==> src/lpfr_pkg.sv <==
// shared types and constants for the length-prefixed frame receiver
// no dependencies; imported by the front, queue, back, top level and bench
package lpfr_pkg;

  // payload buffer geometry
  localparam int BUF_DEPTH = 1024;
  localparam int ADDR_W    = $clog2(BUF_DEPTH);
  localparam int CNT_W     = $clog2(BUF_DEPTH + 1);

  // length prefix is four bytes, most significant first
  localparam int LEN_BYTES = 4;

  // decoupling queue between front and back
  localparam int QDEPTH = 4;
  localparam int QPTR_W = $clog2(QDEPTH);
  localparam int QCNT_W = $clog2(QDEPTH + 1);

  // configuration registers
  localparam int CFG_IDX_W = 1;
  localparam logic [CFG_IDX_W-1:0] CFG_SYNC_BYTE = 1'd0;
  localparam logic [CFG_IDX_W-1:0] CFG_ECHO_BYTE = 1'd1;
  localparam logic [7:0] SYNC_BYTE_RST = 8'h0a;  // newline
  localparam logic [7:0] ECHO_BYTE_RST = 8'h40;  // at sign

  typedef enum logic [1:0] {
    PH_SYNC = 2'd0,
    PH_LEN  = 2'd1,
    PH_PAY  = 2'd2,
    PH_DONE = 2'd3
  } phase_t;

  typedef enum logic [1:0] {
    CMD_RX      = 2'd0,
    CMD_READ    = 2'd1,
    CMD_RELEASE = 2'd2,
    CMD_RESTART = 2'd3
  } cmd_t;

  // one result request as it travels from front to output
  typedef struct packed {
    logic        echo_valid;
    logic [7:0]  echo_value;
    logic        frame_done;
    logic [7:0]  read_data;
    logic        read_ok;
    logic        overflow;
    phase_t      phase;
    logic [31:0] frame_length;
    logic [10:0] byte_count;
  } result_t;

  typedef struct packed {
    logic    valid;
    result_t res;
  } q_push_t;

  typedef struct packed {
    logic              we;
    logic [ADDR_W-1:0] addr;
    logic [7:0]        data;
  } ram_wr_t;

endpackage

==> src/lpfr_queue.sv <==
// short result queue between front and back
// depends on lpfr_pkg; push side never overruns since the front checks the level
module lpfr_queue import lpfr_pkg::*; (
  input  logic              clk,
  input  logic              rst_n,
  input  q_push_t           push,
  input  logic              pop,
  output result_t           head,
  output logic [QCNT_W-1:0] count
);

  result_t           slot_r [QDEPTH];
  logic [QPTR_W-1:0] wptr_r, rptr_r;
  logic [QCNT_W-1:0] count_r;

  function automatic logic [QPTR_W-1:0] ptr_inc(input logic [QPTR_W-1:0] p);
    if (p == QPTR_W'(QDEPTH - 1)) begin
      return '0;
    end
    return p + 1'b1;
  endfunction

  // storage
  always_ff @(posedge clk) begin
    if (push.valid) begin
      slot_r[wptr_r] <= push.res;
    end
  end

  // pointers and fill level
  always_ff @(posedge clk) begin
    if (!rst_n) begin
      wptr_r  <= '0;
      rptr_r  <= '0;
      count_r <= '0;
    end else begin
      if (push.valid) begin
        wptr_r <= ptr_inc(wptr_r);
      end
      if (pop) begin
        rptr_r <= ptr_inc(rptr_r);
      end
      case ({push.valid, pop})
        2'b10:   count_r <= count_r + 1'b1;
        2'b01:   count_r <= count_r - 1'b1;
        default: ;
      endcase
    end
  end

  assign head  = slot_r[rptr_r];
  assign count = count_r;

endmodule

==> config.mk <==
export PLATFORM = sky130hd
export DESIGN_NAME = lpfr_queue
export DESIGN_NICKNAME = d
export VERILOG_FILES = /design/src/lpfr_pkg.sv /design/src/lpfr_queue.sv
export SDC_FILE = /design/constraint.sdc
export NUM_CORES = 1
export LEC_CHECK = 0
export BUFFER_PORTS_ARGS = -buffer_cell sky130_fd_sc_hd__buf_2
export CORE_UTILIZATION = 50
export CTS_BUF_LIST = sky130_fd_sc_hd__clkbuf_16
export DETAILED_ROUTE_END_ITERATION = 16
export HOLD_SLACK_MARGIN = 0.05
export PLACE_DENSITY = 0.71
export SETUP_SLACK_MARGIN = 0.2
export SLEW_MARGIN = 20
export SYNTH_ARGS = -nofsm -noshare
export SYNTH_HDL_FRONTEND = slang
export SYNTH_SLANG_ARGS = --single-unit
==> constraint.sdc <==
create_clock -name clk -period 4.6 [get_ports clk]
set_input_delay 0.46 -clock clk [delete_from_list [all_inputs] [get_ports clk]]
set_output_delay 0.46 -clock clk [all_outputs]
set_load 0.1 [all_outputs]
==> results of run 1 <==
[layout make-up]
class | instances | share of cell area
sequential | 269 | 0.691
multi-input combinational | 94 | 0.149
timing repair buffer | 138 | 0.0601
clock buffer | 27 | 0.0584
tap | 265 | 0.0286
clock inverter | 21 | 0.0122
inverter | 3 | 0.000973
[sequential cells by signal (all words and copies together) (netlist names), named ones only]
name / count
wptr_r: 2
rptr_r: 2
slot_r: 260
count: 3
[path summary, 6_finish.rpt]
kind	endpoint	slack, ns
hold reg to reg	count[2]	0.53
setup reg to reg	slot_r[3][34]	2.75
hold / removal	slot_r[0][24]	0.17
setup / recovery	head[41]	1.43
[worst max-delay path, stage by stage (launching register included)]
cell and delay, ns:
dfxtp_4 0.87, buf_4 0.45, mux4_2 0.56, buf_2 0.31
[power breakdown]
| group | total (W) | leakage, nW | internal (W) | switching, W |
|---|---|---|---|---|
| Sequential | 0.00285 | 2.46 | 0.00279 | 0.0000561 |
| Clock | 0.00199 | 0.430 | 0.00117 | 0.000822 |
| Combinational | 0.000929 | 1.03 | 0.000194 | 0.000735 |
[metrics by stage]
stage               utilization  std cells  power [W]  cell area (sq um)  worst slack [ns]
global placement          0.555        769    0.00383              10800              1.85
floorplan                     -        380    0.00368               9870              2.09
global route              0.597        817    0.00596              11600              1.19
CTS                       0.597        817    0.00583              11600              1.30
detailed placement        0.555        769    0.00384              10800              1.85
finish                    0.597        817    0.00577              11600              1.43
[layer usage]
metal  global-route usage  vias to the layer above  part of all wire  routed length, um
met1                0.215                     2202              0.41               6740
li1                     -                     1935                 -                  -
met5                    0                        -            0.0013                 22
met4               0.0424                        4             0.013                209
met3               0.0458                       20             0.082               1340
met2                0.275                      148              0.49               8110
[layout by cell type, fill, tap and decap left out, drive strengths merged]
cell type	count
edfxtp	260
buf	138
mux4	65
clkbuf	27
inv	13
dfxtp	9
clkinv	7
ha	6
nor2b	5
and2	5
mux2i	3
xnor2	2
nor3b	2
bufinv	2
clkinvlp	2
a21oi	1
o21a	1
o21ai	1
or3	1
a21boi	1
fa	1
[kinds of logic after synthesis]
kind of cell / Yosys count
flops: 269
mux: 68
simple gates: 13
buf+inv: 17
compound gates: 4
xor+xnor: 2
fa+ha+maj: 7
==> impl_metrics.csv, run 1 <==
group,metric,value,unit
clock_tree,cts-htree-levels,1,
synth,synth_top_family_by_area,"multiplexers",
global_route,grt_max_degree,66,
synth,netlist_area,9870,sq um
clock_tree,cts_max_path_buffers,3,
floorplan,coreArea,19400,sq um
timing,fmax,315,MHz
finish,syn_to_final_growth,17.3,%
pwr,p_leak,3.92,nW
clock_tree,clkLatencyLatePin,0.51,ns
global_route,grtUsageTotal,0.165,
timing,tns,0,ns
floorplan,ios,137,
status,violations,"design-rule violations",
global_route,antenna_found_initial,2,
routing,routedWlPerCell,20.1,um
routing,antenna_left,0,
routing,vias,4309,
synth,synth_compound_area_frac,0.00254,
timing,setup_violations,0,
finish,fill_cells,1432,
global_route,grt-ovfl-total,0,
routing,first_pass_iters,10,
pwr,power-per-cell-area,498,nW/um^2
clock_tree,cts_tree,"built",
routing,drt_iter0_drc,245,
timing,worst_slew_pin_slew,1.02,ns
setup_path,cp-start-kind,"flip-flop",
synth,muxShareOfSynthArea,0.151,
setup_path,worstReg2RegStart,"wptr_r[0]",
synth,synth_nets,456,
global_route,grt_pass1_vias,4627,
timing,grt_setup_unrepaired,"false",
placed_design,dp_hpwl,9310,um
worst_hold_path,whs_path_depth,1,
finish,multi_input_area,1730,sq um
flow_run,drv_cap,0,
synth,synth_commonest_cells,"edfxtp_1 (260), mux4_2 (65), dfxtp_1 (9)",
timing,period_share,0.689,
timing,fin_skew,0.00806,ns
finish,nNetsFinal,609,
floorplan,die-area,20300,sq um
timing,whs,0.168,ns
synth,synth_edf_count,260,
placed_design,gp_congestion,0.692,
setup_path,required,4.14,ns
clock_tree,cts-resized-gates,0,
synth,yosys.cell_types.count,21,
synth,yosys.area.top_type_share,0.791,
synth,synth_ff_type,"edfxtp_1",
floorplan,die_x,142,um
routing,drc,2,
floorplan,initial_utilization,0.509,
floorplan,die_h,142,um
synth,synth_most_common_cell,"edfxtp_1",
timing,hold_viol_final,0,
synth,synthSimpleGateAreaFrac,0.00850,
clock_tree,numClockSinks,269,
clock_tree,clk_pin_slew,0.06,ns
clock_tree,cts_made_buffers,27,
global_route,grt_pass1_wl,25000,um
synth,yosysSeqAreaShare,0.810,
floorplan,fp-row-count,51,
synth,synth_area_leaders,"edfxtp_1 (79%), mux4_2 (15%), dfxtp_1 (1.8%), buf_12 (1.0%), ha_1 (0.76%)",
finish,layout-drive-gt1-share,0.438,
synth,synthAdderAreaFrac,0.00964,
synth,avgSynthCellArea,26.0,sq um
synth,ys_ff_latch,269,
clock_tree,cts.root.buffer_cell,"clkbuf_16",
setup_path,setup.worst_path.class,"reg -> out",
routing,vias_per_cell,5.27,
finish,area.sequential,8000,sq um
clock_tree,cts_setup_buffers,0,
setup_path,cp-end-kind,"output port",
worst_hold_path,hold_path.class,"in -> reg",
finish,diodes,0,
routing,wirelength,16400,um
status,status,"complete, but fails checks",
timing,report.final.slew_viol_count,0,
synth,syn_inst,380,
timing,relSlewSlack,0.317,
synth,synth_area_leader_cell,"edfxtp_1",
timing,min_period,3.17,ns
placed_design,io_buffer_count,136,
synth,yosysWarnings,0,
setup_path,r2r_cells,2,
synth,synth_xor_area_frac,0.00178,
synth,async_reset_ff_frac,0,
setup_path,worst-path-max-fanout,39,
setup_path,crit_arrival,2.71,ns
pwr,vdd_ir_drop_max,389,uV
clock_tree,hold_buffers,0,
worst_hold_path,hp-start,"push[24]",
No activity file was read; power rests on OpenSTA's default activity.
==> run 2, diff against run 1 <==
clock period = 3 ns   (was 4.6 ns; I/O delays follow)
==> run 2 against run 1 <==
Net effect:
- clock power rose by 55%
- core utilization rose by 4.2 points
- total power rose by 56%
- register-to-register slack got worse by 1.5 ns
- first-iteration DRC count rose by 4.5%
- sequential power rose by 52%
- worst hold slack got worse by 0.0063 ns
- the run now ends clean
- sequential cell count did not move
- die area did not move
==> impl_metrics.csv, run 2 (synthesis results as in run 1) <==
group,metric,value,unit
global_route,grt_pass1_vias,5157,
global_route,grt-ovfl-total,0,
clock_tree,numClockSinks,269,
routing,routedWlPerCell,20.3,um
clock_tree,clk_pin_slew,0.06,ns
setup_path,setup.worst_path.class,"reg -> out",
setup_path,cp_slowest_stage_delay,0.70,ns
worst_hold_path,whs_path_depth,3,
global_route,antenna_found_initial,0,
finish,layout-drive-gt1-share,0.405,
floorplan,die-area,20300,sq um
setup_path,crit_chain,"buf_12 -> mux4_2 -> buf_2",
worst_hold_path,hold_path.class,"in -> reg",
floorplan,initial_utilization,0.509,
clock_tree,cts_max_path_buffers,3,
global_route,grtUsageTotal,0.185,
finish,top_register,"slot_r",
worst_hold_path,whs_endpoint,"wptr_r[1]",
finish,layout_commonest_cell,"edfxtp_1",
routing,wl_met1,7640,um
finish,largest_reg_flops,260,
floorplan,coreArea,19400,sq um
routing,first_pass_iters,4,
floorplan,die_x,142,um
setup_path,cpMaxStageDelayCell,"dfxtp_4",
setup_path,cp-end-kind,"output port",
finish,nNetsFinal,683,
routing,drc,0,
global_route,grt_pass1_wl,27900,um
timing,grt_setup_unrepaired,"false",
placed_design,io_buffer_count,136,
routing,dr.max_layer_used,"met4",
finish,mostFrequentLayoutCells,"edfxtp_1 (260), buf_2 (136), dlygate4sd3_1 (66)",
setup_path,worst_r2r_endpoint,"slot_r[3][63]",
global_route,grt_max_degree,37,
clock_tree,cts_made_buffers,27,
floorplan,ios,137,
timing,worst_slew_pin_slew,0.543,ns
timing,tns,0,ns
flow_run,drv_cap,0,
pwr,power-per-cell-area,725,nW/um^2
floorplan,die_h,142,um
pwr,vdd_ir_drop_max,418,uV
routing,wirelength,18100,um
setup_path,required,2.70,ns
placed_design,gp_congestion,0.697,
timing,relSlewSlack,0.638,
routing,antenna_left,0,
setup_path,r2r_cells,3,
routing,vias,4642,
clock_tree,cts-htree-levels,1,
routing,dr_wl_met3,1010,um
timing,fin_skew,0.0129,ns
clock_tree,cts.root.buffer_cell,"clkbuf_16",
clock_tree,cts-resized-gates,0,
setup_path,cp-start-kind,"flip-flop",
routing,met2WireLength,9200,um
finish,diodes,0,
status,status,"complete, no violations",
timing,setup_violations,0,
clock_tree,cts_tree,"built",
finish,design_area,12400,sq um
floorplan,fp-row-count,51,
setup_path,worstReg2RegStart,"wptr_r[0]",
worst_hold_path,hp-start,"push[65]",
timing,hold_viol_final,0,
pwr,p_leak,4.26,nW
setup_path,crit_arrival,2.26,ns
timing,min_period,2.56,ns
setup_path,r2r_setup_slack,1.27,ns
finish,syn_to_final_growth,25.5,%
placed_design,dpl_cell_area,10900,sq um
setup_path,worst-path-max-fanout,35,
routing,drt_iter0_drc,256,
timing,period_share,0.852,
timing,fmax,391,MHz
clock_tree,clkLatencyLatePin,0.52,ns
timing,report.final.slew_viol_count,0,
routing,vias_per_cell,5.22,
pwr,power.total,0.00898,W
[run 2: what timing repair did]
item | CTS | global route
hold buffers | 66 | 0
hold endpoints to repair | 261 | 0
buffers inserted | 0 | 3
endpoints found under the setup margin | 0 | 2
[run 2: final cells by class]
cell class	count	area, sq um
Fill cell	1355	7020
Timing Repair Buffer	212	1500
Inverter	3	11.3
Multi-Input combinational cell	94	1730
Clock buffer	27	676
Tap cell	265	332
Clock inverter	20	140
Sequential cell	269	8000
[run 2: power by group]
group / switching (W) / total, W / internal [W]
Sequential: 0.0000545 / 0.00434 / 0.00428
Combinational: 0.00119 / 0.00156 / 0.000375
Clock: 0.00129 / 0.00308 / 0.00179
[run 2: metal layers]
metal  global-route usage  up-vias
li1                     -     2083
met1                0.239     2399
met2                0.320      142
met3               0.0363       18
met4               0.0509        0
met5                    0        -
[run 2: worst max-delay path by stage]
stage	to	slack (ns)
2_1_floorplan	slot_r[3][0]	0.49
3_3_place_gp	head[44]	0.83
3_5_place_dp	head[63]	0.83
4_1_cts	head[63]	0.26
5_1_grt	head[19]	0.35
6_report	head[19]	0.44
[run 2: worst max-delay path, delay by kind of cell, from the launching register on]
family   cells  cell delay, ns
mux          1            0.27
buf+inv      2            0.74
flops        1            0.70
[run 2: per-stage QoR]
stage | util | hold WS [ns] | worst slack [ns] | std cells
floorplan | - | 0.399 | 0.493 | 380
CTS | 0.637 | 0.137 | 0.263 | 887
global route | 0.638 | 0.181 | 0.350 | 890
global placement | 0.561 | 0.477 | 0.833 | 774
detailed placement | 0.561 | 0.517 | 0.832 | 774
finish | 0.638 | 0.161 | 0.444 | 890
