<file path="src/lpfr_pkg.sv">
// shared types and constants for the length-prefixed frame receiver
// no dependencies; imported by the front, queue, back, top level and bench
package lpfr_pkg;

  // payload buffer geometry
  localparam int BUF_DEPTH = 1024;
  localparam int ADDR_W    = $clog2(BUF_DEPTH);
  localparam int CNT_W     = $clog2(BUF_DEPTH + 1);

  // length prefix is four bytes, most significant first
  localparam int LEN_BYTES = 4;

  // decoupling queue between front and back
  localparam int QDEPTH = 4;
  localparam int QPTR_W = $clog2(QDEPTH);
  localparam int QCNT_W = $clog2(QDEPTH + 1);

  // configuration registers
  localparam int CFG_IDX_W = 1;
  localparam logic [CFG_IDX_W-1:0] CFG_SYNC_BYTE = 1'd0;
  localparam logic [CFG_IDX_W-1:0] CFG_ECHO_BYTE = 1'd1;
  localparam logic [7:0] SYNC_BYTE_RST = 8'h0a;  // newline
  localparam logic [7:0] ECHO_BYTE_RST = 8'h40;  // at sign

  typedef enum logic [1:0] {
    PH_SYNC = 2'd0,
    PH_LEN  = 2'd1,
    PH_PAY  = 2'd2,
    PH_DONE = 2'd3
  } phase_t;

  typedef enum logic [1:0] {
    CMD_RX      = 2'd0,
    CMD_READ    = 2'd1,
    CMD_RELEASE = 2'd2,
    CMD_RESTART = 2'd3
  } cmd_t;

  // one result request as it travels from front to output
  typedef struct packed {
    logic        echo_valid;
    logic [7:0]  echo_value;
    logic        frame_done;
    logic [7:0]  read_data;
    logic        read_ok;
    logic        overflow;
    phase_t      phase;
    logic [31:0] frame_length;
    logic [10:0] byte_count;
  } result_t;

  typedef struct packed {
    logic    valid;
    result_t res;
  } q_push_t;

  typedef struct packed {
    logic              we;
    logic [ADDR_W-1:0] addr;
    logic [7:0]        data;
  } ram_wr_t;

endpackage

</file>
<file path="src/lpfr_if.sv">


interface lpfr_out_if;
  logic        valid;
  logic        ready;
  logic        echo_valid;
  logic [7:0]  echo_value;
  logic        frame_done;
  logic [7:0]  read_data;
  logic        read_ok;
  logic        overflow;
  logic [1:0]  phase;
  logic [31:0] frame_length;
  logic [10:0] byte_count;

  modport source (output valid, echo_valid, echo_value, frame_done, read_data, read_ok,
                  overflow, phase, frame_length, byte_count, input ready);
  modport sink   (input valid, echo_valid, echo_value, frame_done, read_data, read_ok,
                  overflow, phase, frame_length, byte_count, output ready);
endinterface

</file>
<file path="src/lpfr_back.sv">
// back end: output register that drains the queue onto the result channel
// depends on lpfr_pkg and lpfr_out_if
module lpfr_back import lpfr_pkg::*; (
  input  logic              clk,
  input  logic              rst_n,
  input  result_t           q_head,
  input  logic [QCNT_W-1:0] q_count,
  output logic              q_pop,
  lpfr_out_if.source        out_ch
);

  logic    out_valid_r;
  result_t out_res_r;

  // load a new result when the register is empty or being taken
  assign q_pop = (q_count != '0) && (!out_valid_r || out_ch.ready);

  always_ff @(posedge clk) begin
    if (!rst_n) begin
      out_valid_r <= 1'b0;
    end else if (q_pop) begin
      out_valid_r <= 1'b1;
    end else if (out_ch.ready) begin
      out_valid_r <= 1'b0;
    end
  end

  always_ff @(posedge clk) begin
    if (q_pop) begin
      out_res_r <= q_head;
    end
  end

  // drive the channel
  assign out_ch.valid        = out_valid_r;
  assign out_ch.echo_valid   = out_res_r.echo_valid;
  assign out_ch.echo_value   = out_res_r.echo_value;
  assign out_ch.frame_done   = out_res_r.frame_done;
  assign out_ch.read_data    = out_res_r.read_data;
  assign out_ch.read_ok      = out_res_r.read_ok;
  assign out_ch.overflow     = out_res_r.overflow;
  assign out_ch.phase        = out_res_r.phase;
  assign out_ch.frame_length = out_res_r.frame_length;
  assign out_ch.byte_count   = out_res_r.byte_count;

endmodule

</file>
<file path="src/flat_wrapper.sv">
// flat-port wrapper written by rule: the top's interface ports become plain ports
module lpfr_back_flat import lpfr_pkg::*;
  (clk, rst_n, q_head, q_count, q_pop, out_ch_valid, out_ch_echo_valid, out_ch_echo_value, out_ch_frame_done, out_ch_read_data, out_ch_read_ok, out_ch_overflow, out_ch_phase, out_ch_frame_length, out_ch_byte_count, out_ch_ready);
  lpfr_out_if out_ch_i ();
  input  logic clk;
  input  logic rst_n;
  input  result_t q_head;
  input  logic [QCNT_W-1:0] q_count;
  output logic q_pop;
  output wire logic [$bits(out_ch_i.valid)-1:0] out_ch_valid;
  output wire logic [$bits(out_ch_i.echo_valid)-1:0] out_ch_echo_valid;
  output wire logic [$bits(out_ch_i.echo_value)-1:0] out_ch_echo_value;
  output wire logic [$bits(out_ch_i.frame_done)-1:0] out_ch_frame_done;
  output wire logic [$bits(out_ch_i.read_data)-1:0] out_ch_read_data;
  output wire logic [$bits(out_ch_i.read_ok)-1:0] out_ch_read_ok;
  output wire logic [$bits(out_ch_i.overflow)-1:0] out_ch_overflow;
  output wire logic [$bits(out_ch_i.phase)-1:0] out_ch_phase;
  output wire logic [$bits(out_ch_i.frame_length)-1:0] out_ch_frame_length;
  output wire logic [$bits(out_ch_i.byte_count)-1:0] out_ch_byte_count;
  input wire logic [$bits(out_ch_i.ready)-1:0] out_ch_ready;
  assign out_ch_valid = out_ch_i.valid;
  assign out_ch_echo_valid = out_ch_i.echo_valid;
  assign out_ch_echo_value = out_ch_i.echo_value;
  assign out_ch_frame_done = out_ch_i.frame_done;
  assign out_ch_read_data = out_ch_i.read_data;
  assign out_ch_read_ok = out_ch_i.read_ok;
  assign out_ch_overflow = out_ch_i.overflow;
  assign out_ch_phase = out_ch_i.phase;
  assign out_ch_frame_length = out_ch_i.frame_length;
  assign out_ch_byte_count = out_ch_i.byte_count;
  assign out_ch_i.ready = out_ch_ready;
  lpfr_back u_core (.clk(clk), .rst_n(rst_n), .q_head(q_head), .q_count(q_count), .q_pop(q_pop), .out_ch(out_ch_i));
endmodule
</file>
<file path="config.mk">
export PLATFORM = sky130hd
export DESIGN_NAME = lpfr_back_flat
export DESIGN_NICKNAME = d
export VERILOG_FILES = /design/src/lpfr_pkg.sv /design/src/lpfr_if.sv /design/src/lpfr_back.sv /design/src/flat_wrapper.sv
export SDC_FILE = /design/constraint.sdc
export NUM_CORES = 1
export LEC_CHECK = 0
export BUFFER_PORTS_ARGS = -buffer_cell sky130_fd_sc_hd__buf_2
export CAP_MARGIN = 5
export CORE_ASPECT_RATIO = 1.2
export CORE_MARGIN = 5
export CORE_UTILIZATION = 40
export DETAILED_ROUTE_END_ITERATION = 16
export PLACE_DENSITY = 0.89
export SYNTH_ARGS = -nofsm -noshare
export SYNTH_HDL_FRONTEND = slang
export SYNTH_SLANG_ARGS = --single-unit
</file>
<file path="constraint.sdc">
create_clock -name clk -period 5.4 [get_ports clk]
set_input_delay 0.54 -clock clk [delete_from_list [all_inputs] [get_ports clk]]
set_output_delay 0.54 -clock clk [all_outputs]
set_load 0.05 [all_outputs]
</file>
==> results of run 1 <==
cells in the mapped netlist:
library cell and instances:
nor3_2 1, nand2b_4 1, dfxtp_1 1, a21boi_1 1, nor2b_1 1, edfxtp_1 65
per-layer routing:
metal  track usage, %  share of wire [%]  up-vias
li1                 -                  -      578
met5                0                  0        -
met1             13.9                 33      553
met4             8.25                2.1        0
met2             21.8                 52       80
met3             6.20                 13       10
registers in the layout, summed over array words and instances (netlist names), 2 cells and up:
signal and count:
u_core.out_ch.byte_count 11, u_core.out_ch.echo_value 8, u_core.out_ch.read_data 8, u_core.out_ch.phase 2, u_core.out_ch.frame_length 32
final timing paths:
| path | from | slack [ps] | end |
|---|---|---|---|
| max | q_count[2] | 3670 | q_pop |
| min | q_head[20] | 380 | u_core.out_ch.frame_length[9] |
| max reg2reg | u_core.out_ch.valid | 3860 | u_core.out_ch.byte_count[6] |
| min reg2reg | u_core.out_ch.valid | 510 | u_core.out_ch.valid |
power groups by stage:
| stage | Clock (mW) | Sequential, mW | Combinational (mW) |
|---|---|---|---|
| floorplan | 0 | 0.771 | 0.0140 |
| global placement | 0 | 0.628 | 0.217 |
| detailed placement | 0 | 0.630 | 0.219 |
| CTS | 0.435 | 0.619 | 0.220 |
| global route | 0.458 | 0.621 | 0.226 |
| finish | 0.420 | 0.618 | 0.217 |
worst max-delay path, delay by kind of cell:
kind / cells / cell delay, ps
and+or+nand+nor: 2 / 330
buffers and inverters: 2 / 310
logic make-up after synthesis:
| group | count (synthesis) | share of synthesized area, % |
|---|---|---|
| AOI/OAI and AO/OA | 1 | 0.374 |
| DFF | 66 | 98.1 |
| and+or+nand+nor | 3 | 1.49 |
stage by stage:
stage          worst slack (ps)  instances  hold slack, ps
6_report                   3670        284             382
5_1_grt                    3620        284             355
4_1_cts                    3670        284             364
3_5_place_dp               3520        268             502
3_3_place_gp               3550        268             481
2_1_floorplan               660         70             639
layout make-up:
type	count	area, sq um	area share, %
flip-flops and latches	66	1970	65.9
repair buffers	138	693	23.2
clock buffers	9	124	4.14
clock inverters	7	83.8	2.80
well taps	60	75.1	2.51
multi-input cells	4	45.0	1.51
==> flow_summary.ini, run 1 <==
[route]
via_count = 1221
drc_errors = 0
wl_um = 4300
drt_pass1_iterations = 4
drt_iter0_drc = 61
drt-vias-per-instance = 4.30
routedWlPerCell_um = 15.2
ant_nets = 0

[clocking]
cts.sinks = 66
ctsHoldBuffers = 0
clock_path_buffers = 2
cts_tree = built
cts_max_level = 3
cts_buffers = 9
cts_root_buf = clkbuf_8
post_cts_buffers = 0
clkSlewWorstSetupHoldPaths_ps = 70
ctsResizeCount = 0
clk_latency_ps = 330

[setup_path]
required_ps = 4860
critical_path_class = primary input to output port
worstPathArrival_ps = 1190
end_kind = output port
startpoint_type = primary input
path_max_fanout = 2
cpMaxStageDelayCell = nor3_2
max_stage_delay_ps = 270
rr_worst_depth = 3
cpMostUsedCell = buf_2
critical_path.cell_chain = buf_2 -> nor3_2 -> nor2b_4 -> buf_2

[floorplanning]
die_x_um = 74.7
start_util_pct = 41.0
rows = 28
die_y_um = 87.6
dieArea_sq_um = 6550
ios = 138
core_sq_um = 4900

[placement]
port_buffers = 137
place_area_sq_um = 2790
gp_congestion = 0.659

[cells_and_area]
diodes = 0
final_area_sq_um = 2990
drive_above_1_share_pct = 68.8
area_growth_pct = 48.9
utilization_pct = 61.0
layout_commonest_cell = buf_2
final_nets = 290
layout.cells.most_common_list = buf_2, edfxtp_1, clkbuf_8, clkinv_1, bufinv_16
filler_cell_count = 375

[sta]
fmax_mhz = 577
finalCritPeriodShare_pct = 32.1
rsz0062_at_grt = no
setup_viol = 0
relSlewSlack_pct = 49.1
slew_violations = 0
setup_tns_ps = 0
finalHoldViolations = 0
tightest_slew_ps = 763
skew_ps = 8.26
min_period_ps = 1730

[flow_run]
max_cap_violations = 0

[pwr]
p_leak_nw = 1.33
pwr-share-seq_pct = 49.2
ir_drop_uv = 264
pwr-share-comb_pct = 17.3
p_int_mw = 0.909
p_sw_share_pct = 27.6
switching_power_mw = 0.347
total_power_mw = 1.26
power_density_nw_per_um2 = 419
power_frac_clock_pct = 33.5

[yosys]
ys_types = 6
synth_nets = 141
synth-seq-cells = 66
synth_top_area_share_pct = 97.1
synth_area_per_cell_sq_um = 28.7
synth_top_cell_by_area = edfxtp_1
syn_inst = 70
syn_area_sq_um = 2010
seq_area_frac_synth_pct = 98.1
synth_area_leaders = edfxtp_1, dfxtp_1, nand2b_4, nor3_2, a21boi_1
yosysWarnings = 0

[global_route]
grt_pass1_vias = 1274
antenna_found_initial = 0
grt_pass1_wl_um = 6130
grt-ovfl-total = 0
gr-usage-all-layers_pct = 13.4
grt_max_degree = 66

[min_path]
hp-class = primary input to flop
whs_path_depth = 1

[outcome]
outcome = completed
Note: power is estimated with default switching activity, not from simulation.
==> run 2: changes to the inputs <==
--- a/config.mk
+++ b/config.mk
@@ -5,6 +5,7 @@
 export SDC_FILE = /design/constraint.sdc
 export NUM_CORES = 1
 export LEC_CHECK = 0
+export ABC_AREA = 1
 export BUFFER_PORTS_ARGS = -buffer_cell sky130_fd_sc_hd__buf_2
 export CAP_MARGIN = 5
 export CORE_ASPECT_RATIO = 1.2
==> constraint.sdc (replaced) <==
create_clock -name clk -period 1.6 [get_ports clk]
set_input_delay 0.16 -clock clk [delete_from_list [all_inputs] [get_ports clk]]
set_output_delay 0.16 -clock clk [all_outputs]
set_load 0.05 [all_outputs]
==> run 2 against run 1 <==
  * Utilization rose by 13 points
  * Sequential share of layout area down 11 points
  * Routed wire length up 35%
  * First-iteration DRC count decreased by 20%
  * Setup slack worse by 3600 ps
  * Clock-buffer cell count up 3
  * Global-route usage increased by 4.9 points
  * Clock power increased to 2.7 times the previous value
  * Via count increased by 26%
  * Critical endpoint unchanged
  * Critical path depth is 1 lower
  * Critical path type is now flop to output port
  * Final area up 21%
==> flow_summary.ini, run 2 <==
[clocking]
cts_max_level = 3
cts_root_buf = clkbuf_8
clk_latency_ps = 330
clock_path_buffers = 2
cts_buffers = 9
clkSlewWorstSetupHoldPaths_ps = 60
post_cts_buffers = 0
cts_tree = built
cts.sinks = 66

[setup_path]
cpMaxStageDelayCell = dfxtp_4
end_kind = output port
max_stage_delay_ps = 340
r2r_setup_slack_ps = 230
critical_path.cell_chain = nand2_2 -> a21boi_4 -> clkbuf_4
rr_worst_depth = 3
required_ps = 1440
startpoint_type = flop
path_max_fanout = 7
reg2reg_from = u_core.out_ch.valid
reg2reg_to = u_core.out_ch.echo_valid
critical_path_class = flop to output port
worstPathArrival_ps = 1350

[floorplanning]
core_sq_um = 4900
die_y_um = 87.6
die_x_um = 74.7
ios = 138
start_util_pct = 40.9
rows = 28
dieArea_sq_um = 6540

[yosys]
synth_area_per_cell_sq_um = 27.1
syn_inst = 74
synth-seq-cells = 66
synth_area_leaders = edfxtp_1, dfxtp_1, inv_1, a21boi_0, nand2_1
synth_edf_count = 65
synth_top_cells_by_count = edfxtp_1, inv_1, nand2_1
synthFlopType = edfxtp_1
synth_nets = 145
seq_area_frac_synth_pct = 98.3
async_reset_ff_share_pct = 0
ys_types = 7
synth_top_cell_by_area = edfxtp_1
yosys.cell_count.top_type = edfxtp_1
yosysWarnings = 0
syn_area_sq_um = 2010
synth_top_area_share_pct = 97.3

[sta]
setup_tns_ps = 0
relSlewSlack_pct = 79.7
tightest_slew_ps = 303
setup_viol = 0
finalHoldViolations = 0
min_period_ps = 1510
rsz0062_at_grt = no
skew_ps = 3.94
fmax_mhz = 660
slew_violations = 0
finalCritPeriodShare_pct = 94.6

[outcome]
outcome = completed

[cells_and_area]
filler_cell_count = 295
seqCellArea_sq_um = 1980
area_growth_pct = 80.4
multiInputGateArea_sq_um = 37.5
drive_above_1_share_pct = 52.7
largest_register_ff_count = 32
layout_commonest_cell = buf_2
layout.cells.most_common_list = buf_2, edfxtp_1, dlygate4sd3_1, clkbuf_8
final_area_sq_um = 3620
final_nets = 360

[pwr]
p_leak_nw = 1.61
ir_drop_uv = 870
power_density_nw_per_um2 = 1130
total_power_mw = 4.09

[route]
routedWlPerCell_um = 16.3
drt-vias-per-instance = 4.34
met1_length_um = 1860
drt_iter0_drc = 49
highest_layer = met4
drt_pass1_iterations = 4
via_count = 1540
wl_um = 5800
dr_wl_met2_um = 3280
drc_errors = 0
ant_nets = 0
wl_met3_um = 470

[min_path]
hp-class = primary input to flop
whs_path_depth = 1
hold_end = u_core.out_ch.byte_count[2]
min_from = q_head[2]

[global_route]
grt_pass1_wl_um = 8320
antenna_found_initial = 0
grt-ovfl-total = 0
grt_pass1_vias = 1726
gr-usage-all-layers_pct = 18.4
grt_max_degree = 32

[flow_run]
max_cap_violations = 0

[placement]
dp_hpwl_um = 3460
place_area_sq_um = 2820
port_buffers = 137
gp_congestion = 0.672
==> run 2: cell count changes after synthesis <==
cell / delta
inv_1: +3
nand2_1: +2
a21boi_0: +1
a21boi_1: -1
nand2b_4: -1
nand3_1: +1
nor2_1: +1
nor2b_1: -1
nor3_2: -1
==> run 2: how the worst max path moves through the flow <==
stage | startpoint | endpoint | cells after the start
2_1_floorplan | u_core.out_ch.valid | u_core.out_ch.byte_count[0] | 2
3_3_place_gp | u_core.out_ch.valid | u_core.out_ch.echo_value[5] | 3
3_5_place_dp | u_core.out_ch.valid | u_core.out_ch.echo_value[6] | 3
4_1_cts | u_core.out_ch.valid | q_pop | 3
5_1_grt | u_core.out_ch.valid | q_pop | 3
6_report | u_core.out_ch.valid | q_pop | 3
==> run 2: layout make-up <==
class	instances	area share, %
Clock inverter	4	0.518
Sequential cell	66	54.6
Multi-Input combinational cell	5	1.04
Clock buffer	12	3.73
Antenna cell	1	0.0691
Timing Repair Buffer	204	37.7
Inverter	3	0.311
Tap cell	60	2.07
==> run 2: repair_timing <==
| action | in CTS | in global routing |
|---|---|---|
| gates resized for setup | 0 | 1 |
| hold buffers | 60 | 4 |
| endpoints found under the hold margin | 60 | 4 |
| setup endpoints to repair | 0 | 1 |
==> run 2: cells by family after synthesis <==
logic type | Yosys count | share of synthesized area [%]
buffers and inverters | 3 | 0.561
DFF | 66 | 98.3
AOI/OAI and AO/OA | 1 | 0.374
and+or+nand+nor | 4 | 0.810
==> run 2: stage by stage <==
| step | setup WS [ps] | cells | util (%) | hold WS, ps |
|---|---|---|---|---|
| after global placement | 291 | 274 | 57.5 | 336 |
| after floorplan | -657 | 74 | - | 257 |
| after global routing | 24.5 | 354 | 73.8 | 1.97 |
| after detailed placement | 266 | 274 | 57.5 | 338 |
| final | 85.7 | 355 | 73.8 | 19.9 |
| after CTS | 64.7 | 350 | 72.9 | 0.0387 |
==> run 2: worst max-delay path: cells and delay by family (launching register included) <==
kind	cells	cell delay, ps
compound gates	1	310
buf+inv	1	310
flops	1	340
simple gates	1	60
==> run 2: metal layers <==
layer  track usage, %  up-vias
met5                0        -
li1                 -      720
met1             18.0      725
met3             5.86       15
met4             11.5        0
met2             32.7       80
==> run 2: power by group <==
group / switching, mW / leakage, nW / internal [mW]
clock: 0.570 / 0.0816 / 0.550
sequential: 0.0335 / 0.664 / 2.06
combinational: 0.615 / 0.863 / 0.264
total: 1.22 / 1.61 / 2.87
==> run 3: changes to the inputs <==
--- a/config.mk
+++ b/config.mk
@@ -6,13 +6,14 @@
 export NUM_CORES = 1
 export LEC_CHECK = 0
 export ABC_AREA = 1
-export BUFFER_PORTS_ARGS = -buffer_cell sky130_fd_sc_hd__buf_2
 export CAP_MARGIN = 5
 export CORE_ASPECT_RATIO = 1.2
 export CORE_MARGIN = 5
-export CORE_UTILIZATION = 40
+export CORE_UTILIZATION = 46
 export DETAILED_ROUTE_END_ITERATION = 16
-export PLACE_DENSITY = 0.89
+export DONT_BUFFER_PORTS = 1
+export MAX_ROUTING_LAYER = met4
+export PLACE_DENSITY = 0.72
 export SYNTH_ARGS = -nofsm -noshare
 export SYNTH_HDL_FRONTEND = slang
 export SYNTH_SLANG_ARGS = --single-unit
==> run 3 against run 2 <==
  * Clock skew increased by 1.7 ps
  * Via count decreased by 33%
  * Sequential cell count unchanged
  * Critical path depth unchanged
  * Maximum frequency increased by 3.2%
  * First-iteration DRC count increased by 49%
  * Power decreased by 1.3%
  * Critical endpoint unchanged
==> flow_summary.ini, run 3 (synthesis results as in run 2) <==
[cells_and_area]
multiInputGateArea_sq_um = 37.5
drive_above_1_share_pct = 10.8
filler_cell_count = 270
layout.cells.most_common_list = dlygate4sd3_1, edfxtp_1, clkbuf_8, inv_1
largest_register_ff_count = 32
area_growth_pct = 48.0
diodes = 0
final_nets = 224
layout_commonest_cell = dlygate4sd3_1
seqCellArea_sq_um = 1980
utilization_pct = 70.2

[placement]
port_buffers = 0
dp_hpwl_um = 2920
gp_congestion = 0.644

[route]
drt_pass1_iterations = 4
wl_um = 4480
ant_nets = 0
drt_iter0_drc = 73
drt-vias-per-instance = 4.84
drc_errors = 0
routedWlPerCell_um = 21.0
via_count = 1031

[pwr]
power_density_nw_per_um2 = 1360
ir_drop_uv = 777
power_frac_clock_pct = 30.8
total_power_mw = 4.03
p_int_mw = 2.90
switching_power_mw = 1.14
pwr-share-comb_pct = 5.3
p_leak_nw = 1.09
pwr-share-seq_pct = 63.9
p_sw_share_pct = 28.2

[global_route]
gr-usage-all-layers_pct = 15.9
antenna_found_initial = 0
grt-ovfl-total = 0
grt_pass1_vias = 1093
grt_max_degree = 42
grt_pass1_wl_um = 6110

[setup_path]
rr_worst_depth = 3
critical_path_class = flop to output port
required_ps = 1440
worstPathArrival_ps = 1310
path_max_fanout = 25
startpoint_type = flop
end_kind = output port

[sta]
skew_ps = 5.62
slew_violations = 0
tightest_slew_ps = 525
finalCritPeriodShare_pct = 91.7
setup_tns_ps = 0
fmax_mhz = 682
hold-worst-slack_ps = 98.4
setup_viol = 0
rsz0062_at_grt = no
relSlewSlack_pct = 65.1
min_period_ps = 1470
finalHoldViolations = 0

[clocking]
cts_root_buf = clkbuf_8
clk_latency_ps = 320
cts_tree = built
cts_max_level = 3
cts.sinks = 66
clock_path_buffers = 2
clkSlewWorstSetupHoldPaths_ps = 60
cts_buffers = 9

[flow_run]
max_cap_violations = 0

[min_path]
hp-class = primary input to flop
whs_path_depth = 4

[outcome]
outcome = completed

[floorplanning]
start_util_pct = 47.5
die_y_um = 82.4
core_sq_um = 4230
die_x_um = 70.3
rows = 26
ios = 138
dieArea_sq_um = 5790
[run 3: area by class of cell]
type	count	area share (%)
Sequential cell	66	66.5
Inverter	3	0.379
Clock inverter	4	1.47
Tap cell	56	2.36
Clock buffer	11	4.42
Multi-Input combinational cell	5	1.26
Timing Repair Buffer	68	23.6
[run 3: power by group through the flow]
stage	combinational (mW)	clock (mW)	sequential (mW)
after global routing	0.228	1.38	2.59
after floorplan	0.0514	0	2.59
final	0.212	1.24	2.58
after global placement	0.0769	0	2.61
after detailed placement	0.0823	0	2.62
after CTS	0.214	1.29	2.58
[run 3: repair_timing]
item | in CTS | in global routing
hold buffers | 66 | 0
setup buffers | 0 | 0
resized for setup | 0 | 0
hold endpoints to repair | 66 | 0
[run 3: critical path, cell delays in order (launching register included)]
cell,delay (ps)
dfxtp_4,410
nand2_2,90
a21boi_4,240
buf_12,240
[run 3: final timing paths]
kind,start,to,slack (ps)
min,q_count[2],u_core.out_ch.valid,100
max reg2reg,u_core.out_ch.valid,u_core.out_ch.phase[1],280
max,u_core.out_ch.valid,q_pop,130
min reg2reg,u_core.out_ch.valid,u_core.out_ch.valid,680
[run 3: stage by stage]
step / cell area [sq um] / worst slack (ps) / instances
after floorplan: 2020 / -657 / 74
after global placement: 2130 / 332 / 132
after detailed placement: 2130 / 294 / 132
after CTS: 2970 / 113 / 213
after global routing: 2970 / 54.8 / 213
final: 2970 / 133 / 213
[run 3: layer usage]
layer | vias up | global-route usage (%) | wire [um]
met3 | 6 | 8.11 | 379
met5 | - | - | 0
met2 | 73 | 27.2 | 2530
li1 | 449 | - | -
met4 | 0 | 7.66 | 55
met1 | 503 | 14.9 | 1510
